--- src/sv/dqir_pkg.sv ---
// Package with the word types, operation codes and sizes of the double-ended queue.
`default_nettype none
package dqir_pkg;

    // Store sizes
    localparam int DEPTH      = 16;
    localparam int DATA_WIDTH = 32;
    localparam int IDX_W      = $clog2(DEPTH);
    localparam int CNT_W      = $clog2(DEPTH + 1);

    // Operation codes carried in the func field
    typedef enum logic [2:0] {
        FN_PUSH_FRONT = 3'd0,
        FN_PUSH_BACK  = 3'd1,
        FN_POP_FRONT  = 3'd2,
        FN_POP_BACK   = 3'd3,
        FN_REMOVE     = 3'd4,
        FN_PEEK_FRONT = 3'd5,
        FN_COUNT      = 3'd6
    } func_t;

    // Status codes returned with every result
    typedef enum logic [1:0] {
        ST_OK    = 2'd0,
        ST_EMPTY = 2'd1,
        ST_FULL  = 2'd2,
        ST_RANGE = 2'd3
    } status_t;

    // Request word
    typedef struct packed {
        logic [2:0]  func;
        logic [31:0] entry_data;
        logic [3:0]  entry_index;
    } req_t;

    // Result word
    typedef struct packed {
        logic [31:0] out_data;
        logic [4:0]  entry_count;
        logic [1:0]  status;
    } rsp_t;

    // Control from the decoder to the store
    typedef struct packed {
        logic             load_front;
        logic             load_back;
        logic             take;
        logic             read_out;
        logic [IDX_W-1:0] pos;
        logic [CNT_W-1:0] count_next;
        status_t          status;
    } ctrl_t;

endpackage
`default_nettype wire

--- src/sv/dqir_decode.sv ---
// Operation decoder: checks the request against the occupancy and plans the update.
`default_nettype none
module dqir_decode (
    input  wire  dqir_pkg::req_t                req,
    input  wire  logic [dqir_pkg::CNT_W-1:0]    occupancy,
    output dqir_pkg::ctrl_t                     ctrl
);

    logic empty;
    logic full;
    logic [dqir_pkg::CNT_W-1:0] idx_ext;

    assign empty   = (occupancy == '0);
    assign full    = (occupancy >= dqir_pkg::CNT_W'(dqir_pkg::DEPTH));
    assign idx_ext = dqir_pkg::CNT_W'(req.entry_index);

    // Decide the operation, its status and the entry count that follows it.
    always_comb
    begin
        ctrl            = '0;
        ctrl.status     = dqir_pkg::ST_OK;
        ctrl.count_next = occupancy;
        case (req.func)
            dqir_pkg::FN_PUSH_FRONT,
            dqir_pkg::FN_PUSH_BACK:
            begin
                if (full)
                begin
                    ctrl.status = dqir_pkg::ST_FULL;
                end
                else
                begin
                    ctrl.load_front = (req.func == dqir_pkg::FN_PUSH_FRONT);
                    ctrl.load_back  = (req.func == dqir_pkg::FN_PUSH_BACK);
                    ctrl.count_next = occupancy + 1'b1;
                end
            end
            dqir_pkg::FN_POP_FRONT,
            dqir_pkg::FN_POP_BACK:
            begin
                if (empty)
                begin
                    ctrl.status = dqir_pkg::ST_EMPTY;
                end
                else
                begin
                    ctrl.take       = 1'b1;
                    ctrl.read_out   = 1'b1;
                    ctrl.count_next = occupancy - 1'b1;
                    if (req.func == dqir_pkg::FN_POP_BACK)
                    begin
                        ctrl.pos = dqir_pkg::IDX_W'(occupancy - 1'b1);
                    end
                end
            end
            dqir_pkg::FN_REMOVE:
            begin
                if (empty)
                begin
                    ctrl.status = dqir_pkg::ST_EMPTY;
                end
                else if (idx_ext >= occupancy)
                begin
                    ctrl.status = dqir_pkg::ST_RANGE;
                end
                else
                begin
                    ctrl.take       = 1'b1;
                    ctrl.read_out   = 1'b1;
                    ctrl.pos        = dqir_pkg::IDX_W'(req.entry_index);
                    ctrl.count_next = occupancy - 1'b1;
                end
            end
            dqir_pkg::FN_PEEK_FRONT:
            begin
                if (empty)
                begin
                    ctrl.status = dqir_pkg::ST_EMPTY;
                end
                else
                begin
                    ctrl.read_out = 1'b1;
                end
            end
            default:
            begin
                // Count and the unused code leave everything as it is.
                ctrl.status = dqir_pkg::ST_OK;
            end
        endcase
    end

endmodule
`default_nettype wire

--- src/sv/dqir_store.sv ---
// Entry store: slot registers that load or shift in parallel, plus the occupancy register.
`default_nettype none
module dqir_store (
    input  wire  logic                                clk,
    input  wire  logic                                rst_n,
    input  wire  logic                                enable,
    input  wire  dqir_pkg::ctrl_t                     ctrl,
    input  wire  logic [dqir_pkg::DATA_WIDTH-1:0]     wr_data,
    output logic [dqir_pkg::CNT_W-1:0]                occupancy,
    output logic [dqir_pkg::DATA_WIDTH-1:0]           rd_data
);

    logic [dqir_pkg::DATA_WIDTH-1:0] slot_reg  [dqir_pkg::DEPTH];
    logic [dqir_pkg::DATA_WIDTH-1:0] slot_next [dqir_pkg::DEPTH];
    logic [dqir_pkg::CNT_W-1:0]      occ_reg;

    assign occupancy = occ_reg;

    // The one read port gives the entry at the chosen position.
    assign rd_data = slot_reg[ctrl.pos];

    // Each slot picks its neighbour, the new word or itself from a position compare.
    always_comb
    begin
        for (int i = 0; i < dqir_pkg::DEPTH; i++)
        begin
            slot_next[i] = slot_reg[i];
            if (ctrl.load_front)
            begin
                if (i == 0)
                begin
                    slot_next[i] = wr_data;
                end
                else
                begin
                    slot_next[i] = slot_reg[i-1];
                end
            end
            else if (ctrl.load_back)
            begin
                if (dqir_pkg::CNT_W'(i) == occ_reg)
                begin
                    slot_next[i] = wr_data;
                end
            end
            else if (ctrl.take)
            begin
                if ((i < dqir_pkg::DEPTH - 1) && (dqir_pkg::IDX_W'(i) >= ctrl.pos))
                begin
                    slot_next[i] = slot_reg[(i + 1) % dqir_pkg::DEPTH];
                end
            end
        end
    end

    // Slot payload needs no reset.
    always_ff @(posedge clk)
    begin
        if (enable)
        begin
            for (int i = 0; i < dqir_pkg::DEPTH; i++)
            begin
                slot_reg[i] <= slot_next[i];
            end
        end
    end

    // Occupancy register.
    always_ff @(posedge clk or negedge rst_n)
    begin
        if (!rst_n)
        begin
            occ_reg <= '0;
        end
        else if (enable)
        begin
            occ_reg <= ctrl.count_next;
        end
    end

endmodule
`default_nettype wire

--- src/sv/deque_with_indexed_removal_core.sv ---
// Top level of the double-ended queue with removal at a given position.
// The request channel (req_valid, req_ready, req) takes one word per operation:
// push front or back, pop front or back, remove at entry_index, peek front or count.
// The response channel (rsp_valid, rsp_ready, rsp) returns exactly one word per
// request, in request order, with the removed or peeked entry, the entry count
// after the operation and a status (ok, empty, full, index out of range).
// A failed operation leaves the stored entries untouched.
// A request is registered on acceptance; the decoder and the parallel slot update then
// act on it from the request register, and the result is registered in the response
// register once that register is free or being emptied, which raises rsp_valid.
// Throughput is one operation per cycle while rsp_ready stays high: the slots load
// or shift all at once, and the response register lets a new request be accepted
// while a result still waits.
// If the receiver stalls, the response register holds its word, the request
// register fills, and req_ready drops until rsp_ready returns.
// Reset empties the queue and clears both valid flags; no clearing pass is run.
`default_nettype none
module deque_with_indexed_removal_core (
    input  wire  logic            clk,
    input  wire  logic            rst_n,
    input  wire  logic            req_valid,
    output logic                  req_ready,
    input  wire  dqir_pkg::req_t  req,
    output logic                  rsp_valid,
    input  wire  logic            rsp_ready,
    output dqir_pkg::rsp_t        rsp
);

    dqir_pkg::req_t   req_reg;
    logic             req_valid_reg;
    dqir_pkg::rsp_t   rsp_reg;
    dqir_pkg::rsp_t   rsp_next;
    logic             rsp_valid_reg;
    logic             advance;
    logic             fire;
    dqir_pkg::ctrl_t  ctrl;
    logic [dqir_pkg::CNT_W-1:0]      occupancy;
    logic [dqir_pkg::DATA_WIDTH-1:0] rd_data;

    // The held request moves on when the response register is free or being emptied.
    assign advance   = !rsp_valid_reg || rsp_ready;
    assign fire      = req_valid_reg && advance;
    assign req_ready = !req_valid_reg || advance;
    assign rsp_valid = rsp_valid_reg;
    assign rsp       = rsp_reg;

    // Request register.
    always_ff @(posedge clk or negedge rst_n)
    begin
        if (!rst_n)
        begin
            req_valid_reg <= 1'b0;
        end
        else if (req_ready)
        begin
            req_valid_reg <= req_valid;
        end
    end

    always_ff @(posedge clk)
    begin
        if (req_ready && req_valid)
        begin
            req_reg <= req;
        end
    end

    dqir_decode u_decode (
        .req       (req_reg),
        .occupancy (occupancy),
        .ctrl      (ctrl)
    );

    dqir_store u_store (
        .clk       (clk),
        .rst_n     (rst_n),
        .enable    (fire),
        .ctrl      (ctrl),
        .wr_data   (req_reg.entry_data),
        .occupancy (occupancy),
        .rd_data   (rd_data)
    );

    // Assemble the result word.
    always_comb
    begin
        rsp_next.out_data    = ctrl.read_out ? rd_data : '0;
        rsp_next.entry_count = ctrl.count_next;
        rsp_next.status      = ctrl.status;
    end

    // Response register.
    always_ff @(posedge clk or negedge rst_n)
    begin
        if (!rst_n)
        begin
            rsp_valid_reg <= 1'b0;
        end
        else if (fire)
        begin
            rsp_valid_reg <= 1'b1;
        end
        else if (rsp_ready)
        begin
            rsp_valid_reg <= 1'b0;
        end
    end

    always_ff @(posedge clk)
    begin
        if (fire)
        begin
            rsp_reg <= rsp_next;
        end
    end

endmodule
`default_nettype wire
--- config.mk ---
export PLATFORM = sky130hd
export DESIGN_NAME = deque_with_indexed_removal_core
export DESIGN_NICKNAME = d
export VERILOG_FILES = /design/src/sv/dqir_pkg.sv /design/src/sv/dqir_decode.sv /design/src/sv/dqir_store.sv /design/src/sv/deque_with_indexed_removal_core.sv
export SDC_FILE = /design/constraint.sdc
export NUM_CORES = 1
export LEC_CHECK = 0
export ABC_AREA = 0
export BUFFER_PORTS_ARGS = -buffer_cell sky130_fd_sc_hd__buf_2
export CORE_ASPECT_RATIO = 1.4
export CORE_MARGIN = 2
export CORE_UTILIZATION = 65
export DETAILED_ROUTE_END_ITERATION = 16
export PLACE_DENSITY = 0.83
export SYNTH_ARGS = -nofsm -noshare
export SYNTH_HDL_FRONTEND = slang
export SYNTH_HIERARCHICAL = 1
export SYNTH_SLANG_ARGS = --single-unit
--- constraint.sdc ---
create_clock -name clk -period 10.8 [get_ports clk]
set_input_delay 0 -clock clk [delete_from_list [all_inputs] [get_ports clk]]
set_output_delay 0 -clock clk [all_outputs]
set_load 0.05 [all_outputs]
**Yosys cells after proc, flatten, opt, wreduce, memory -nomap -nowiden**

Memory sizes are Yosys's and may differ from the RTL's. A register that Yosys moved wholly into a read port is not among the register bits.
Index checks and enable logic that the tools add are counted.

- Register bits after elaboration: 53
- Bits in writable memories: 512
- Input bits: 43
- Output and inout bits: 41
- Word-level logic and storage cells: 160
- Memories: 1

- Add/sub/neg operators: 2
- $lt $le $gt $ge: 17
- Eq/ne operators: 20
- Mux-type cells: 99
- Reductions and logical operators: 13

Memory list:

| memory | depth | width | read ports | clocked after memory_dff | wr ports | RTL line | text |
|---|---|---|---|---|---|---|---|
| u_store.slot_reg | 16 | 32 | 17 | 1 | 16 | dqir_store.sv:13 | `logic [dqir_pkg::DATA_WIDTH-1:0] slot_reg [dqir_pkg::DEPTH];` |

Operators with widths:

| operator | count |
|---|---|
| $mux W32 | 78 |
| $eq A4 B5 Y1 const A | 8 |
| $mux W11 | 3 |
| $ge A4 B4 Y1 const A | 7 |
| $eq A3 B5 Y1 const A | 4 |
| $ge A3 B4 Y1 const A | 4 |
| $pmux W5 S3 | 1 |
| $eq A2 B5 Y1 const A | 2 |
| $mux W2 | 5 |
| $ge A1 B4 Y1 const A | 2 |
| $ge A2 B4 Y1 const A | 2 |
| $pmux W4 S2 | 1 |
| $eq A3 B2 Y1 const B | 2 |
| $eq A3 B3 Y1 const B | 2 |
| $mux W1 | 6 |
| $pmux W2 S3 | 1 |
| $add A5 B1 Y5 const B | 1 |
| $eq A1 B5 Y1 const A | 1 |
| $ge A4 B5 Y1 | 1 |
| $ge A5 B5 Y1 const B | 1 |
| $logic_not A5 Y1 | 1 |
| $mux W5 | 1 |
| $sub A5 B1 Y5 const B | 1 |
| $mux W4 | 1 |
| other kinds (10) | 15 |

**Longest topological paths before layout**

Gate-level depths: netlist of run 1.

- Depth in word-level cells: 9
- Mapped depth: 16
- Depth with buffers taken out: 11

**Cells and area by module**

The synthesis of run 1 kept the hierarchy.

Modules (own cells, without submodules):

| module | instances | cells each | area each (µm²) | sequential area each (µm²) |
|---|---|---|---|---|
| dqir_store | 1 | 2597 | 27730.3 | 15499.9 |
| deque_with_indexed_removal_core | 1 | 121 | 2698.8 | 2392.3 |
| dqir_decode | 1 | 88 | 580.6 | 0.0 |

**Worst setup path after synthesis of run 1**

No wires, ideal clock.

- Path type: register to register
- From: reg, netlist name u_store/occupancy[0]
- To: mem u_store/slot_reg[14][0] (netlist bit) (enable)
- Setup time: 480 ps
- Arrival time: 5142 ps
- Data required time: 10320 ps
- Slack: 5178 ps
- Stages on the path, launching flop included: 15
- Clock period less this slack: 5622 ps
- Path through: dfrtp_1 -> inv_1 -> ha_1 -> or4b_1 -> clkbuf_1 -> nand2_1 -> a31oi_1 -> nand2_1 -> o21ai_0 -> buf_6 -> buf_6 -> buf_4 -> buf_2 -> and3_1 -> a311oi_1

RTL lines:

| item | RTL line |
|---|---|
| end: declaration | dqir_store.sv:13 |

==> metrics.md, run 1 <==
| Metric | Value |
|---|---|
| Outcome | `complete, no violations` |
| Total power draw | `6.39 mW` |
| CP max stage delay | `just under 0.8 ns` |
| Total number of vias | `~24000` |
| HP Start | `req[9]` |
| RSZ-0062 raised after global routing | `no` |
| Maximum VDD drop | `210 uV` |
| Initial antenna violation count | `0` |
| Area contributors post-synth | `edfxtp_1 (57%), a21oi_1 (7.5%), o21ai_0 (7.4%)` |
| Async S/R FF share, synth | `under 10%` |
| Vias/cell | `about 7.0` |
| Final Max Slew Viols | `0` |
| Internal power | `around 4.5 mW` |
| Critical Path Slowest Stage Cell | `o21ai_0` |
| Worst r2r path cells | `12` |
| Seq/Total Area, Yosys | `about 58%` |
| DR DRC count | `0` |
| Die area | `49500 sq um` |
| Ports | `84` |
| Clock power frac | `a little under a third` |
| Vias in the first global route | `~23000` |
| Tmin final | `~5.6 ns` |
| Fin worst setup slack | `roughly 5.2 ns` |
| Post-Syn Nets | `between 2000 and 3000` |
| Avg Inst Size Synth | `around 11 sq um` |
| CTS tree | `built` |
| First-pass GRT wire length | `128000 microns` |
| Mapped Area | `31000 sq um` |
| Layout area overhead | `9.40%` |
| Grt ovf | `0` |
| Leading cell types in the layout, fill and taps excluded | `edfxtp_1 (590), nand2_1 (555), a21oi_1 (464), o21ai_0 (457), mux4_2 (96)` |
| H-tree levels | `2` |
| Sum of negative setup slack | `0 ns` |
| Final setup viols | `0` |
| Post-synth EDFFs | `between 500 and 600` |
| Least-Margin Pin Slew | `1.32 ns` |
| # fillers | `approximately 3200` |
| Row count | `94` |
| Maxcap violations | `0` |
| Static Leakage | `~11 nW` |
| Worst relative slew slack | `12.0%` |
| Clk slew on worst S/H paths | `0.06 ns` |
| Initial Utilization | `between 60% and 70%` |
| Bufs on Longest Clock Path | `3` |
| Clock sinks | `roughly 600` |
| Logic pwr share | `20.6%` |
| Overall die height | `around 260 microns` |
| Layout cells sized above 1 | `between 10% and 20%` |
| Synth unique cells | `58` |
| Largest fanout on the critical path | `47` |
| Net count, final | `approximately 2800` |
| Final hold violations | `0` |
| HPWL after DPL | `~46000 microns` |
| Routability congestion estimate | `around 0.9` |
| WS Path Type | `flip-flop to flip-flop` |
| Clock latency on the worst-skew pair | `between 0.6 and 0.7 ns` |
| Flop pwr share | `between 40% and 50%` |
| Yosys reg bits | `just under 600` |
| Sw power | `roughly 1.9 mW` |
| CP Cell Sequence | `ha_1 > nand2b_4 > a2111o_1 > a31oi_1 > nand2_1 > o21ai_4 > buf_4 > buf_4 > a21boi_0 > o21ai_0 > nor3_2 > buf_4` |
| Number of cells on the worst hold path | `2` |
| Synth top area share | `a little under three fifths` |
| Critical R2R Launch | `u_store/occupancy[0]` |
| Core area | `47000 sq um` |
| Area leader, netlist | `edfxtp_1` |
| Hold crit path type | `input port to flip-flop` |
| Commonest non-fill, non-tap cell in the layout | `edfxtp_1` |
| Place WS | `roughly 5.4 ns` |
| Worst R2R End | `u_store/slot_reg[9][15]` |
| FMAX | `approximately 0.18 GHz` |
| Num CTS Buffers | `56` |
| Antenna Nets Post-Route | `0` |
| Die width | `about 190 microns` |
| CTS resizes | `0` |
| Hold EP | `req_reg[9]` |
| Tot GR Track Use | `between 30 and 40%` |
| Critical Path AT | `slightly below 6 ns` |
| Most frequent CP cell | `buf_4` |
| Worst R2R Setup Slack | `approximately 5.2 ns` |
| Final period util | `roughly 52%` |
| Switch share | `between 30 and 40%` |
| Max reg flops | `512` |
| Mapped Cells | `2806` |
| Drt total wl | `around 84000 microns` |
| Starting DRT DRC Count | `~3700` |
| WL/cell | `roughly 24 microns` |
| CP required | `around 11 ns` |
| I/O Buffers | `83` |
| Ys Warns | `6` |
| PD cells | `approximately 190 nW/um^2` |
| Clock Tree Root | `clkbuf_16` |
| CP Capture Type | `flip-flop` |
| DRT Pass-1 Iters | `6` |
| Synth Flop Type | `edfxtp_1` |
| Worst Skew | `roughly 0.028 ns` |
| Startpoint types | `flip-flop` |
| Largest net degree at the start of global routing | `around 280` |
[power groups by stage]
stage	logic, mW	registers (mW)	clock network, mW
CTS	1.29	3.11	1.97
finish	1.31	3.12	1.95
detailed placement	1.26	3.16	0
floorplan	0.826	3.16	0
global route	1.39	3.15	2.05
global placement	1.21	3.14	0
[layer usage]
metal	track usage, %	up-vias	wire (microns)
met2	52.7	1809	40600
met1	44.6	11448	30000
met3	5.68	310	9340
met4	16.8	0	4310
met5	0	-	0
li1	-	10405	-
[cell usage after synthesis, types with 9 or more instances]
master / count
edfxtp_1: 590
nand2_1: 555
a21oi_1: 465
o21ai_0: 461
clkbuf_1: 203
mux4_2: 96
mux2_2: 70
mux2i_1: 65
a221o_1: 32
and2_0: 32
and2_2: 32
o22ai_1: 32
buf_2: 24
buf_1: 21
nor2_1: 12
inv_1: 10
ha_1: 9
[kinds of logic (layout without fill, tap and decap cells)]
logic type	Yosys count	in the layout	synth area share [%]
buffers and inverters	268	284	3.49
AOI/OAI and AO/OA	1015	1015	17.3
other	0	1	0
xor gates and xnor gates	5	5	0.141
muxes	231	231	11.6
DFF	597	597	57.7
and+or+nand+nor	681	681	9.43
adders and majority gates	9	9	0.363
[worst max-delay path by stage]
stage / start / endpoint / slack, ns / cells after the start
3_3_place_gp: u_store/occupancy[0] / u_store/slot_reg[8][10] / 5.61 / 12
6_report: u_store/occupancy[0] / u_store/slot_reg[9][15] / 5.20 / 12
4_1_cts: u_store/occupancy[0] / u_store/slot_reg[8][13] / 5.32 / 12
3_5_place_dp: u_store/occupancy[0] / u_store/slot_reg[8][10] / 5.40 / 12
2_1_floorplan: u_store/occupancy[0] / u_store/slot_reg[14][0] / 5.18 / 14
5_1_grt: u_store/occupancy[0] / u_store/slot_reg[8][13] / 4.96 / 12
[metrics by stage]
stage / cells / area (sq um) / util, % / hold slack [ns]
after floorplan: 2806 / 31000 / - / -0.296
after global placement: 3298 / 31700 / 67.4 / -0.163
after detailed placement: 3298 / 31700 / 67.4 / -0.156
after CTS: 3446 / 33900 / 72.1 / 0.0526
after global routing: 3446 / 33900 / 72.1 / 0.0697
final: 3447 / 33900 / 72.1 / 0.0822
[timing repair]
action,CTS,global route
endpoints found under the hold margin,48,0
buffers inserted,0,0
hold buffers,44,0
[critical path, delay by kind of cell, from the launching register on]
family,cells,cell delay [ns]
buffers and inverters,3,1.66
AO/OA/AOI/OAI,5,1.92
flip-flops,1,0.68
adder cells (fa/ha/maj),1,0.34
AND/OR/NAND/NOR,3,0.62
[cell type report]
| class | instances | area, sq um | area share [%] |
|---|---|---|---|
| clock inverter | 36 | 314 | 0.926 |
| multi-input combinational | 1941 | 12200 | 36.1 |
| sequential | 597 | 17900 | 52.7 |
| timing repair buffer | 169 | 1210 | 3.56 |
| antenna | 1 | 2.50 | 0.00738 |
| tap | 624 | 781 | 2.30 |
| clock buffer | 68 | 1450 | 4.26 |
| inverter | 11 | 48.8 | 0.144 |
(Power assumes the default switching activity.)
==> inputs of run 2 (changes only) <==
- CORE_UTILIZATION: 65 -> 57
- PLACE_DENSITY: 0.83 -> 0.77
- clock period: 10.8 -> 4.75 ns (I/O delays scaled with it)
==> metrics.md, run 2 (synthesis gave the netlist of run 1 again) <==
| Metric | Value |
|---|---|
| Outcome | `complete, no violations` |
| Die width | `about 200 microns` |
| Clock sinks | `~600` |
| Least-Margin Pin Slew | `around 1.2 ns` |
| Static Leakage | `11.0 nW` |
| Tot GR Track Use | `between 30% and 40%` |
| Final hold violations | `0` |
| WHS | `about 0.084 ns` |
| Inst Count DP | `3420` |
| Final cell count without fillers | `~3600` |
| CP required | `between 5 and 6 ns` |
| Total number of vias | `23641` |
| # diodes | `0` |
| Initial antenna violation count | `0` |
| Worst relative slew slack | `a little under a quarter` |
| Clk slew on worst S/H paths | `~0.070 ns` |
| WS Path Type | `flip-flop to flip-flop` |
| Starting DRT DRC Count | `~3300` |
| Commonest non-fill, non-tap cell in the layout | `edfxtp_1` |
| Maxcap violations | `0` |
| Antenna Nets Post-Route | `0` |
| Tmin final | `around 4.2 ns` |
| Max reg flops | `512` |
| First-pass GRT wire length | `132000 microns` |
| Grt ovf | `0` |
| Drt total wl | `around 87000 microns` |
| Startpoint types | `flip-flop` |
| CTS tree | `built` |
| Final core utilization | `~64%` |
| Final Max Slew Viols | `0` |
| Largest fanout on the critical path | `25` |
| Clock latency on the worst-skew pair | `~0.63 ns` |
| Row count | `between 100 and 150` |
| Critical Path Slowest Stage Cell | `o21ai_4` |
| DRT Pass-1 Iters | `9` |
| DR DRC count | `0` |
| Maximum VDD drop | `between 300 and 400 uV` |
| FMAX | `between 0.2 and 0.25 GHz` |
| HPWL after DPL | `about 49000 microns` |
| Worst Skew | `approximately 0.019 ns` |
| Final period util | `between 80% and 90%` |
| Bufs on Longest Clock Path | `3` |
| CP max stage delay | `0.95 ns` |
| Critical Path AT | `about 4.6 ns` |
| Post-route cell area | `approximately 35000 sq um` |
| Total power draw | `15.1 mW` |
| CP Cell Sequence | `inv_1 > ha_1 > or4b_1 > nand4_1 > o21ai_4 > buf_4 > mux4_2 > mux2_2 > a221o_1 > and2_2` |
| Final setup viols | `0` |
| Largest net degree at the start of global routing | `between 200 and 250` |
| Setup Buffers After CTS | `0` |
| Fin worst setup slack | `between 0.5 and 0.6 ns` |
| Clock Tree Root | `clkbuf_16` |
| DP Area | `~32000 sq um` |
| Sum of negative setup slack | `0 ns` |
| Num CTS Buffers | `57` |
| Die area | `approximately 56000 sq um` |
| Leading cell types in the layout, fill and taps excluded | `edfxtp_1 (590), nand2_1 (555), a21oi_1 (464), o21ai_0 (457), mux4_2 (96)` |
| RSZ-0062 raised after global routing | `no` |
| Core area | `about 54000 sq um` |
| Net count, final | `~2900` |
| I/O Buffers | `83` |
| PD cells | `between 400 and 500 nW/um^2` |
| Layout area overhead | `11.6%` |
| Hold crit path type | `input port to flip-flop` |
| WL/cell | `24.4 microns` |
| Initial Utilization | `between 50% and 60%` |
| Routability congestion estimate | `approximately 0.86` |
| Vias/cell | `around 6.6` |
| Place WS | `between 0.5 and 0.6 ns` |
| Vias in the first global route | `between 20000 and 25000` |
| Layout cells sized above 1 | `16.1%` |
| # fillers | `~4100` |
| CP Capture Type | `flip-flop` |
| H-tree levels | `2` |
| Ports | `84` |
| Overall die height | `280 microns` |
==> run 2: cell count changes in the layout (fill, tap and decap cells not counted), sizes merged <==
cell | previous run | this run
buf | 125 | 150
bufinv | 5 | 12
clkbuf | 68 | 73
clkinv | 27 | 17
diode | 1 | 0
==> run 2: where the power goes <==
part	internal, mW	switching [mW]
Clock	2.86	2.01
Sequential	6.64	0.436
Combinational	1.16	1.96
Total	10.7	4.41
==> run 2: what timing repair did <==
item	CTS	global route
endpoints found under the setup margin	0	0
hold endpoints to repair	48	0
resized for setup	0	0
hold buffers	44	0
==> run 2: area by class of cell <==
cell class              count  area [sq um]  share of cell area, %
repair buffers            194          1560                   4.50
inverters                  11          48.8                  0.141
flip-flops and latches    597         17900                   51.7
clock buffers              73          1490                   4.29
well taps                 721           902                   2.61
multi-input cells        1941         12300                   35.4
clock inverters            33           467                   1.35
==> run 2: final timing paths <==
kind / start / endpoint / slack (ns) / cells after the start
worst min-delay path: req[37] / req_reg[37] / 0.08 / 2
worst max-delay path: u_store/occupancy[0] / rsp[38] / 0.55 / 10
worst max register to register: u_store/occupancy[0] / rsp[38] / 0.55 / 10
max in group asynchronous: rst_n / u_store/occupancy[0] / 4.17 / 3
min in group asynchronous: rst_n / rsp_valid / 0.33 / 3
worst min register to register: req_valid_reg / rsp_valid / 0.54 / 1
==> run 2: per-layer routing <==
metal	vias to the layer above	wire length, microns	GRT usage [%]	part of all wire [%]
met5	-	0	0	0
met4	0	4470	15.6	5.1
met3	288	8160	4.68	9.4
met2	1418	42800	50.8	49
met1	11469	31700	38.4	36
li1	10466	-	-	-
==> run 2: critical path: cells and delay by family (launching register included) <==
family / cells / cell delay [ns]
AOI/OAI and AO/OA: 2 / 1.24
and+or+nand+nor: 3 / 0.90
muxes: 2 / 0.64
buffers and inverters: 2 / 0.50
DFF: 1 / 0.43
adders and majority gates: 1 / 0.24
